## config.mk

```make
export PLATFORM = sky130hd
export DESIGN_NAME = keyboard_matrix_scanner_core
export DESIGN_NICKNAME = d
export VERILOG_FILES = /design/src/rtl/kms_pkg.sv /design/src/rtl/keyboard_matrix_scanner_core.sv /design/src/rtl/kms_lane.sv /design/src/rtl/kms_merge.sv
export SDC_FILE = /design/constraint.sdc
export NUM_CORES = 1
export LEC_CHECK = 0
export BUFFER_PORTS_ARGS = -buffer_cell sky130_fd_sc_hd__clkbuf_2
export CAP_MARGIN = 0
export CORE_MARGIN = 2
export CORE_UTILIZATION = 35
export CTS_BUF_LIST = sky130_fd_sc_hd__clkbuf_8 sky130_fd_sc_hd__clkbuf_16
export DETAILED_ROUTE_END_ITERATION = 10
export MAX_ROUTING_LAYER = met4
export PLACE_DENSITY = 0.5
export SLEW_MARGIN = 5
export SYNTH_ARGS = -nofsm -noshare
export SYNTH_HDL_FRONTEND = slang
export SYNTH_SLANG_ARGS = --single-unit
```

## constraint.sdc

```tcl
create_clock -name clk -period 5.8 [get_ports clk]
set_input_delay 0.29 -clock clk [delete_from_list [all_inputs] [get_ports clk]]
set_output_delay 0.29 -clock clk [all_outputs]
set_load 0.005 [all_outputs]
```

## src/rtl/kms_pkg.sv

```systemverilog
// Shared types, constants and keymap tables for the keyboard matrix scanner.
// No dependencies.
`default_nettype none
package kms_pkg;

  localparam int unsigned ROWS    = 8;
  localparam int unsigned COLUMNS = 17;
  localparam int unsigned COL_W   = 5;
  localparam int unsigned ROW_W   = 3;

  localparam logic [COL_W-1:0] LAST_COL = COL_W'(COLUMNS - 1);

  // Rows of the modifier column
  localparam int unsigned SHIFT_ROW_A = 1;
  localparam int unsigned SHIFT_ROW_B = 2;
  localparam int unsigned FN_ROW      = 7;

  // Special key codes
  localparam logic [7:0] K_SPEC  = 8'h80;
  localparam logic [7:0] K_SHIFT = K_SPEC | 8'h60;
  localparam logic [7:0] K_CTRL  = K_SPEC | 8'h62;
  localparam logic [7:0] K_ALT   = K_SPEC | 8'h63;
  localparam logic [7:0] K_NONE  = 8'h00;

  typedef logic [7:0] code_t;

  // What one row lane found
  typedef struct packed {
    logic  emit;
    code_t code;
  } lane_res_t;

  localparam code_t MAP_PLAIN [ROWS][COLUMNS] = '{
    '{8'h00,8'h71,8'h77,8'h65,8'h72,8'h75,8'h69,8'h6F,8'h00,8'h00,8'h00,8'h70,
      8'h00,8'h00,8'h00,8'h00,8'h00},
    '{8'h00,8'h09,8'hE4,8'hC3,8'h74,8'h79,8'h5D,8'hC7,8'h00,8'h08,8'h00,8'h5B,
      8'h00,8'h00,8'h00,8'h00,8'hE0},
    '{8'h00,8'h61,8'h73,8'h64,8'h66,8'h6A,8'h6B,8'h6C,8'h00,8'h00,8'h00,8'h3B,
      8'h00,8'h00,8'h00,8'hCE,8'hE0},
    '{8'h00,8'h00,8'h5C,8'hC4,8'h67,8'h68,8'hC6,8'h00,8'h20,8'h00,8'hE3,8'h27,
      8'h00,8'h00,8'h00,8'h80,8'h00},
    '{8'h00,8'h7A,8'h78,8'h63,8'h76,8'h6D,8'h2C,8'h2E,8'hE5,8'h0A,8'h00,8'h5C,
      8'h00,8'h00,8'h00,8'h80,8'h00},
    '{8'h00,8'h00,8'h00,8'h00,8'h62,8'h6E,8'h00,8'h00,8'h00,8'h00,8'h00,8'h2F,
      8'h00,8'h00,8'h00,8'h80,8'h00},
    '{8'hE2,8'h60,8'h00,8'h00,8'h35,8'h36,8'h3D,8'hC8,8'h08,8'hC9,8'h00,8'h2D,
      8'h00,8'hC2,8'hD4,8'h00,8'hC1},
    '{8'hC5,8'h31,8'h32,8'h33,8'h34,8'h37,8'h38,8'h39,8'h00,8'h00,8'h00,8'h30,
      8'hCA,8'h00,8'h00,8'h00,8'h00}
  };

  localparam code_t MAP_SHIFT [ROWS][COLUMNS] = '{
    '{8'h00,8'h51,8'h57,8'h45,8'h52,8'h55,8'h49,8'h4F,8'h00,8'h00,8'h00,8'h50,
      8'h00,8'h00,8'h00,8'h00,8'h00},
    '{8'h00,8'h09,8'hE4,8'hC3,8'h54,8'h59,8'h7D,8'hC7,8'h00,8'h08,8'h00,8'h7B,
      8'h00,8'h00,8'h00,8'h00,8'hE0},
    '{8'h00,8'h41,8'h53,8'h44,8'h46,8'h4A,8'h4B,8'h4C,8'h00,8'h00,8'h00,8'h3A,
      8'h00,8'h00,8'h00,8'hCE,8'hE0},
    '{8'h00,8'h00,8'h7C,8'hC4,8'h47,8'h48,8'hC6,8'h00,8'h20,8'h00,8'hE3,8'h22,
      8'h00,8'h00,8'h00,8'h80,8'h00},
    '{8'h00,8'h5A,8'h58,8'h43,8'h56,8'h4D,8'h3C,8'h3E,8'hE5,8'h0A,8'h00,8'h7C,
      8'h00,8'h00,8'h00,8'h80,8'h00},
    '{8'h00,8'h00,8'h00,8'h00,8'h42,8'h4E,8'h00,8'h00,8'h00,8'h00,8'h00,8'h3F,
      8'h00,8'h00,8'h00,8'h80,8'h00},
    '{8'hE2,8'h60,8'h00,8'h00,8'h25,8'h5E,8'h3D,8'hC8,8'h08,8'hC9,8'h00,8'h5F,
      8'h00,8'hC2,8'hD4,8'h00,8'hC1},
    '{8'hC5,8'h21,8'h40,8'h23,8'h24,8'h26,8'h2A,8'h28,8'h00,8'h00,8'h00,8'h29,
      8'hCA,8'h00,8'h00,8'h00,8'h00}
  };

  // Fn layer is sparse: only a handful of positions carry a code
  function automatic code_t fn_map(input logic [ROW_W-1:0] row,
                                   input logic [COL_W-1:0] col);
    code_t res;
    res = K_NONE;
    case ({row, col})
      {3'd2, 5'd15}: res = 8'hCF;
      {3'd3, 5'd15}: res = 8'h80;
      {3'd4, 5'd15}: res = 8'hCD;
      {3'd5, 5'd15}: res = 8'h0D;
      {3'd6, 5'd13}: res = 8'hCC;
      {3'd6, 5'd16}: res = 8'hCB;
      default:       res = K_NONE;
    endcase
    return res;
  endfunction

endpackage
`default_nettype wire

```

## src/rtl/keyboard_matrix_scanner_core.sv

```systemverilog
// Keyboard matrix scanner: each tick's results are registered in the result buffer.
// A tick yields 1 to 8 results, one per cycle from the result buffer while out_stall is low;
// a new tick is taken in the cycle its predecessor's last result leaves.
// Synchronous active-low reset clears all key bits and the column counter.
// Depends on kms_pkg, kms_lane, kms_merge.
`default_nettype none
module keyboard_matrix_scanner_core (
  input  wire logic       clk,
  input  wire logic       rst_n,
  input  wire logic       in_valid,
  output logic            in_stall,
  input  wire logic [7:0] in_row_levels,
  output logic            out_valid,
  input  wire logic       out_stall,
  output logic [4:0]      out_scanned_column,
  output logic            out_key_valid,
  output logic [7:0]      out_key_code,
  output logic            out_last
);

  logic [kms_pkg::ROWS-1:0]  kp_r [kms_pkg::COLUMNS];
  logic [kms_pkg::COL_W-1:0] col_r, col_nxt;
  logic [kms_pkg::ROWS-1:0]  now;
  logic [kms_pkg::ROWS-1:0]  prev;
  logic                      shift_held, fn_held, buf_full, accept;
  kms_pkg::lane_res_t        lanes [kms_pkg::ROWS];

  assign now    = ~in_row_levels;
  assign prev   = kp_r[col_r];
  assign in_stall = buf_full && !(out_last && !out_stall);
  assign accept   = in_valid && !in_stall;

  // While the modifier column itself is scanned, its shift bits come from the live row levels
  assign shift_held = (col_r == kms_pkg::LAST_COL) ?
    (now[kms_pkg::SHIFT_ROW_A] | now[kms_pkg::SHIFT_ROW_B]) :
    (kp_r[kms_pkg::COLUMNS-1][kms_pkg::SHIFT_ROW_A] |
     kp_r[kms_pkg::COLUMNS-1][kms_pkg::SHIFT_ROW_B]);
  assign fn_held = kp_r[kms_pkg::COLUMNS-1][kms_pkg::FN_ROW];

  assign col_nxt = (col_r == kms_pkg::LAST_COL) ? '0 : col_r + 1'b1;

  for (genvar r = 0; r < kms_pkg::ROWS; r++) begin : g_lane
    kms_lane #(.ROW(r)) u_lane (
      .col         (col_r),
      .now_pressed (now[r]),
      .prev_pressed(prev[r]),
      .shift_held  (shift_held),
      .fn_held     (fn_held),
      .res         (lanes[r])
    );
  end

  kms_merge u_merge (
    .clk               (clk),
    .rst_n             (rst_n),
    .load              (accept),
    .load_col          (col_r),
    .lanes             (lanes),
    .full              (buf_full),
    .out_valid         (out_valid),
    .out_stall         (out_stall),
    .out_scanned_column(out_scanned_column),
    .out_key_valid     (out_key_valid),
    .out_key_code      (out_key_code),
    .out_last          (out_last)
  );

  // Key matrix and column counter
  always_ff @(posedge clk) begin
    if (!rst_n) begin
      col_r <= '0;
      for (int c = 0; c < kms_pkg::COLUMNS; c++) kp_r[c] <= '0;
    end else if (accept) begin
      col_r        <= col_nxt;
      kp_r[col_r]  <= now;
    end
  end

endmodule
`default_nettype wire

```

## src/rtl/kms_lane.sv

```systemverilog
// One row lane: edge detect for a key and keymap selection.
// Depends on kms_pkg.
`default_nettype none
module kms_lane #(
  parameter int unsigned ROW = 0
) (
  input  wire logic [kms_pkg::COL_W-1:0] col,
  input  wire logic                      now_pressed,
  input  wire logic                      prev_pressed,
  input  wire logic                      shift_held,
  input  wire logic                      fn_held,
  output kms_pkg::lane_res_t             res
);

  kms_pkg::code_t plain;
  logic           silent;

  assign plain  = kms_pkg::MAP_PLAIN[ROW][col];
  assign silent = (plain == kms_pkg::K_NONE) || (plain == kms_pkg::K_SHIFT) ||
                  (plain == kms_pkg::K_CTRL) || (plain == kms_pkg::K_ALT);

  // New press of a key that types something
  always_comb begin
    res.emit = !silent && now_pressed && !prev_pressed;
    if (shift_held) begin
      res.code = kms_pkg::MAP_SHIFT[ROW][col];
    end else if (fn_held) begin
      res.code = kms_pkg::fn_map(kms_pkg::ROW_W'(ROW), col);
    end else begin
      res.code = plain;
    end
  end

endmodule
`default_nettype wire

```

## src/rtl/kms_merge.sv

```systemverilog
// Result buffer: holds the lanes' findings for one tick and issues them
// lowest row first. Depends on kms_pkg.
`default_nettype none
module kms_merge (
  input  wire logic                      clk,
  input  wire logic                      rst_n,
  input  wire logic                      load,
  input  wire logic [kms_pkg::COL_W-1:0] load_col,
  input  wire kms_pkg::lane_res_t        lanes [kms_pkg::ROWS],
  output logic                           full,
  output logic                           out_valid,
  input  wire logic                      out_stall,
  output logic [4:0]                     out_scanned_column,
  output logic                           out_key_valid,
  output logic [7:0]                     out_key_code,
  output logic                           out_last
);

  logic                      full_r, full_nxt;
  logic [kms_pkg::ROWS-1:0]  mask_r, mask_nxt;
  kms_pkg::code_t            codes_r [kms_pkg::ROWS];
  logic [kms_pkg::COL_W-1:0] col_r;
  logic [kms_pkg::ROWS-1:0]  mask_rest;
  kms_pkg::code_t            sel_code;
  logic                      out_done;

  // Lowest pending row
  always_comb begin
    sel_code = kms_pkg::K_NONE;
    for (int i = kms_pkg::ROWS - 1; i >= 0; i--) begin
      if (mask_r[i]) sel_code = codes_r[i];
    end
  end

  assign mask_rest          = mask_r & (mask_r - 1'b1);
  assign full               = full_r;
  assign out_valid          = full_r;
  assign out_scanned_column = col_r;
  assign out_key_valid      = |mask_r;
  assign out_key_code       = sel_code;
  assign out_last           = (mask_rest == '0);
  assign out_done           = full_r && !out_stall;

  // Buffer control
  always_comb begin
    full_nxt = full_r;
    mask_nxt = mask_r;
    if (out_done) begin
      mask_nxt = mask_rest;
      if (out_last) full_nxt = 1'b0;
    end
    if (load) begin
      full_nxt = 1'b1;
      for (int i = 0; i < kms_pkg::ROWS; i++) mask_nxt[i] = lanes[i].emit;
    end
  end

  always_ff @(posedge clk) begin
    if (!rst_n) begin
      full_r <= 1'b0;
      mask_r <= '0;
    end else begin
      full_r <= full_nxt;
      mask_r <= mask_nxt;
    end
  end

  // Payload
  always_ff @(posedge clk) begin
    if (load) begin
      col_r <= load_col;
      for (int i = 0; i < kms_pkg::ROWS; i++) codes_r[i] <= lanes[i].code;
    end
  end

  a_nokey_is_last: assert property (@(posedge clk) disable iff (!rst_n)
    (full_r && !out_key_valid) |-> out_last)
    else $error("empty result not marked last");
  a_more_follow: assert property (@(posedge clk) disable iff (!rst_n)
    (out_done && !out_last) |=> (full_r && mask_r != '0))
    else $error("results lost within a tick");
  a_load_fills: assert property (@(posedge clk) disable iff (!rst_n)
    load |=> full_r)
    else $error("buffer not filled after load");
  a_no_overrun: assert property (@(posedge clk) disable iff (!rst_n)
    load |-> (!full_r || (out_done && out_last)))
    else $error("buffer overwritten");

endmodule
`default_nettype wire
```

==> impl_metrics.env <==
export IMPL_drt_iter0_drc=1375
export IMPL_synth_cell_type_count=64
export IMPL_setup_violations=0
export IMPL_fill_cells=4328
export IMPL_layout_nets=1282
export IMPL_ys_ff_latch=341
export IMPL_n_antenna_cell=0
export IMPL_via_per_inst=5.747
export IMPL_post_cts_repair_setup_buffers=0
export IMPL_cts_num_sinks=341
export IMPL_synthToLayoutAreaGrowth_pct=12.95
export IMPL_timing_rr_end="kp_r[30][6]"
export IMPL_cts_root_buf="clkbuf_16"
export IMPL_gp_congestion=0.9053
export IMPL_drc_errors=0
export IMPL_io_pins=29
export IMPL_timing_final_crit_period_ns=3.996
export IMPL_antenna_found_initial=0
export IMPL_rsz0062_at_grt="no"
export IMPL_utilization_pct=39.85
export IMPL_vdd_drop_max_v=0.0002312
export IMPL_placed_area_um2=16650
export IMPL_antenna_left=0
export IMPL_cts_made_buffers=39
export IMPL_die_y_um=217.2
export IMPL_hp_class="input port to flop"
export IMPL_tns_ns=0
export IMPL_end_kind="flop"
export IMPL_cts_tree="built"
export IMPL_synth_area_um2=15910
export IMPL_fin_skew_ns=0.01747
export IMPL_grt_pass1_vias=10650
export IMPL_async_flop_share_pct=0
export IMPL_ys_flop_type="edfxtp_1"
export IMPL_fin_area_um2=17970
export IMPL_dp_hpwl_mm=34.77
export IMPL_wl_per_cell_um=26.84
export IMPL_tightest_slew_ns=1.218
export IMPL_start_kind="flop"
export IMPL_drive_gt1_share_pct=14.00
export IMPL_max_freq_mhz=250.3
export IMPL_drt_pre_antenna_iters=6
export IMPL_p_leak_nw=6.226
export IMPL_critPathRequiredTime_ns=5.96
export IMPL_synth_edff_count=322
export IMPL_htreeDepth=2
export IMPL_powerDensity_nw_per_um2=325.6
export IMPL_clk_pin_slew_ns=0.06
export IMPL_num_vias=10840
export IMPL_core_area_um2=45090
export IMPL_clockBufferDepth=3
export IMPL_outcome="completed"
export IMPL_synth_cells=1260
export IMPL_gr_total_overflow=0
export IMPL_synth_nets=1283
export IMPL_drt_wl_total_mm=50.61
export IMPL_r2r_setup_slack_ns=1.80
export IMPL_synth_avg_cell_area_um2=12.63
export IMPL_crit_end="kp_r[30][6]"
export IMPL_postCtsHoldBufs=0
export IMPL_reg2reg_depth=7
export IMPL_relSlewSlack_pct=17.91
export IMPL_row_count=78
export IMPL_seq_area_frac_synth_pct=63.17
export IMPL_die_x_um=217.2
export IMPL_numPortBuffers=28
export IMPL_groute_usage_overall_pct=22.33
export IMPL_maxSlewViolCount=0
export IMPL_cts_resized=0
export IMPL_startpoint="u_merge.mask_r[2]"
export IMPL_grt_first_pass_wirelength_mm=74.46
export IMPL_fin_crit_sh_pct=68.89
export IMPL_worst_skew_pair_late_latency_ns=0.55
export IMPL_start_util_pct=35.28
export IMPL_hold_violations=0
export IMPL_critPathKind="flop to flop"
export IMPL_cap_viol_max_count=0
export IMPL_ys_warn_count=0
export IMPL_grt_max_degree=72
export IMPL_cp_arrival_ns=4.15
export IMPL_die_area_um2=47180
export IMPL_worstPathMaxFanout=23
export IMPL_power_w=0.005852
export IMPL_rr_startpoint="u_merge.mask_r[2]"
critical path, cell delays in order, from the launching register on:
cell and delay (ns):
dfxtp_1 0.51, or4_1 0.64, a221oi_1 0.45, o221ai_2 0.33, nand2b_1 0.51, inv_2 0.15, nand2_1 0.15, nor4_2 0.86
worst min path at each step:
stage | startpoint | endpoint | slack, ns | cells after the start
after floorplan | in_valid | u_merge.full | 0.41 | 1
after global placement | in_valid | u_merge.full | 0.62 | 2
after detailed placement | in_valid | u_merge.full | 0.61 | 2
after CTS | in_valid | u_merge.full | 0.04 | 2
after global routing | in_valid | u_merge.full | 0.08 | 2
final | in_valid | u_merge.full | 0.08 | 2
layer usage:
| layer | global-route usage (%) | vias up | routed length, um |
|---|---|---|---|
| li1 | - | 4763 | - |
| met1 | 30.09 | 5467 | 21790 |
| met2 | 34.64 | 494 | 23640 |
| met3 | 3.159 | 114 | 3437 |
| met4 | 7.945 | 0 | 1752 |
| met5 | - | - | 0 |
logic make-up (layout without fill, tap and decap cells):
group	after synthesis	after routing	share of synthesized area [%]
xor+xnor	2	2	0.1101
flops	341	341	63.17
simple gates	462	462	13.08
compound gates	232	232	9.870
fa+ha+maj	11	11	0.8651
buf+inv	119	145	2.855
mux	93	93	10.05
final cells by class:
cell class | count | area (um2) | share of cell area [%]
clock buffer | 39 | 975.9 | 5.431
clock inverter | 29 | 347.8 | 1.936
inverter | 23 | 86.33 | 0.4804
multi-input combinational | 800 | 5414 | 30.13
sequential | 341 | 10060 | 55.98
tap | 600 | 750.7 | 4.178
timing repair buffer | 54 | 335.3 | 1.866
through the flow:
stage / instances / setup WS (ns) / hold slack, ns
after floorplan: 1260 / 1.038 / 0.4141
after global placement: 1818 / 1.958 / 0.6186
after detailed placement: 1818 / 1.873 / 0.6113
after CTS: 1886 / 1.847 / 0.04347
after global routing: 1886 / 1.537 / 0.07746
final: 1886 / 1.804 / 0.07938
state kept, by name, summed over array words and instances, names as in the netlist, named ones only:
register / flops
u_merge.codes_r: 61
u_merge.mask_r: 8
u_merge.out_scanned_column: 5
kp_r: 256
col_r: 5
u_merge.full: 1
power breakdown:
group	switching [W]	internal, W
clock	0.000997	0.00158
sequential	0.0000540	0.00277
combinational	0.000299	0.000149
total	0.00135	0.00450
Yosys cell counts (13+ instances only):
library cell  number  area share [%]
a21oi_1           47             1.5
buf_1             17            0.40
clkbuf_1          73             1.7
dfxtp_1           19             2.4
edfxtp_1         322              61
inv_1             21            0.50
mux2i_1           36             2.3
mux4_2            53             7.5
nand2_1          106             2.5
nand2b_1          21            0.83
nand3_1           34             1.1
nor2_1           204             4.8
nor2b_1           29             1.1
nor3_1            14            0.44
o21ai_0           50             1.6
o22ai_1           13            0.51
cell usage in the layout (no fill, tap or decap), types with 8 or more instances in the layout:
cell	n
a211oi_1	8
a21oi_1	47
a221oi_1	12
a31oi_1	10
and3_1	10
buf_4	26
bufinv_16	8
clkbuf_16	39
clkbuf_2	28
dfxtp_1	15
edfxtp_1	322
ha_1	11
inv_1	29
mux2i_1	36
mux4_2	53
nand2_1	106
nand2b_1	21
nand3_1	34
nand4_1	8
nor2_1	203
nor2b_1	29
nor3_1	14
o21ai_0	50
o22ai_1	13
o31ai_1	12
No activity file was read; power rests on OpenSTA's default activity.
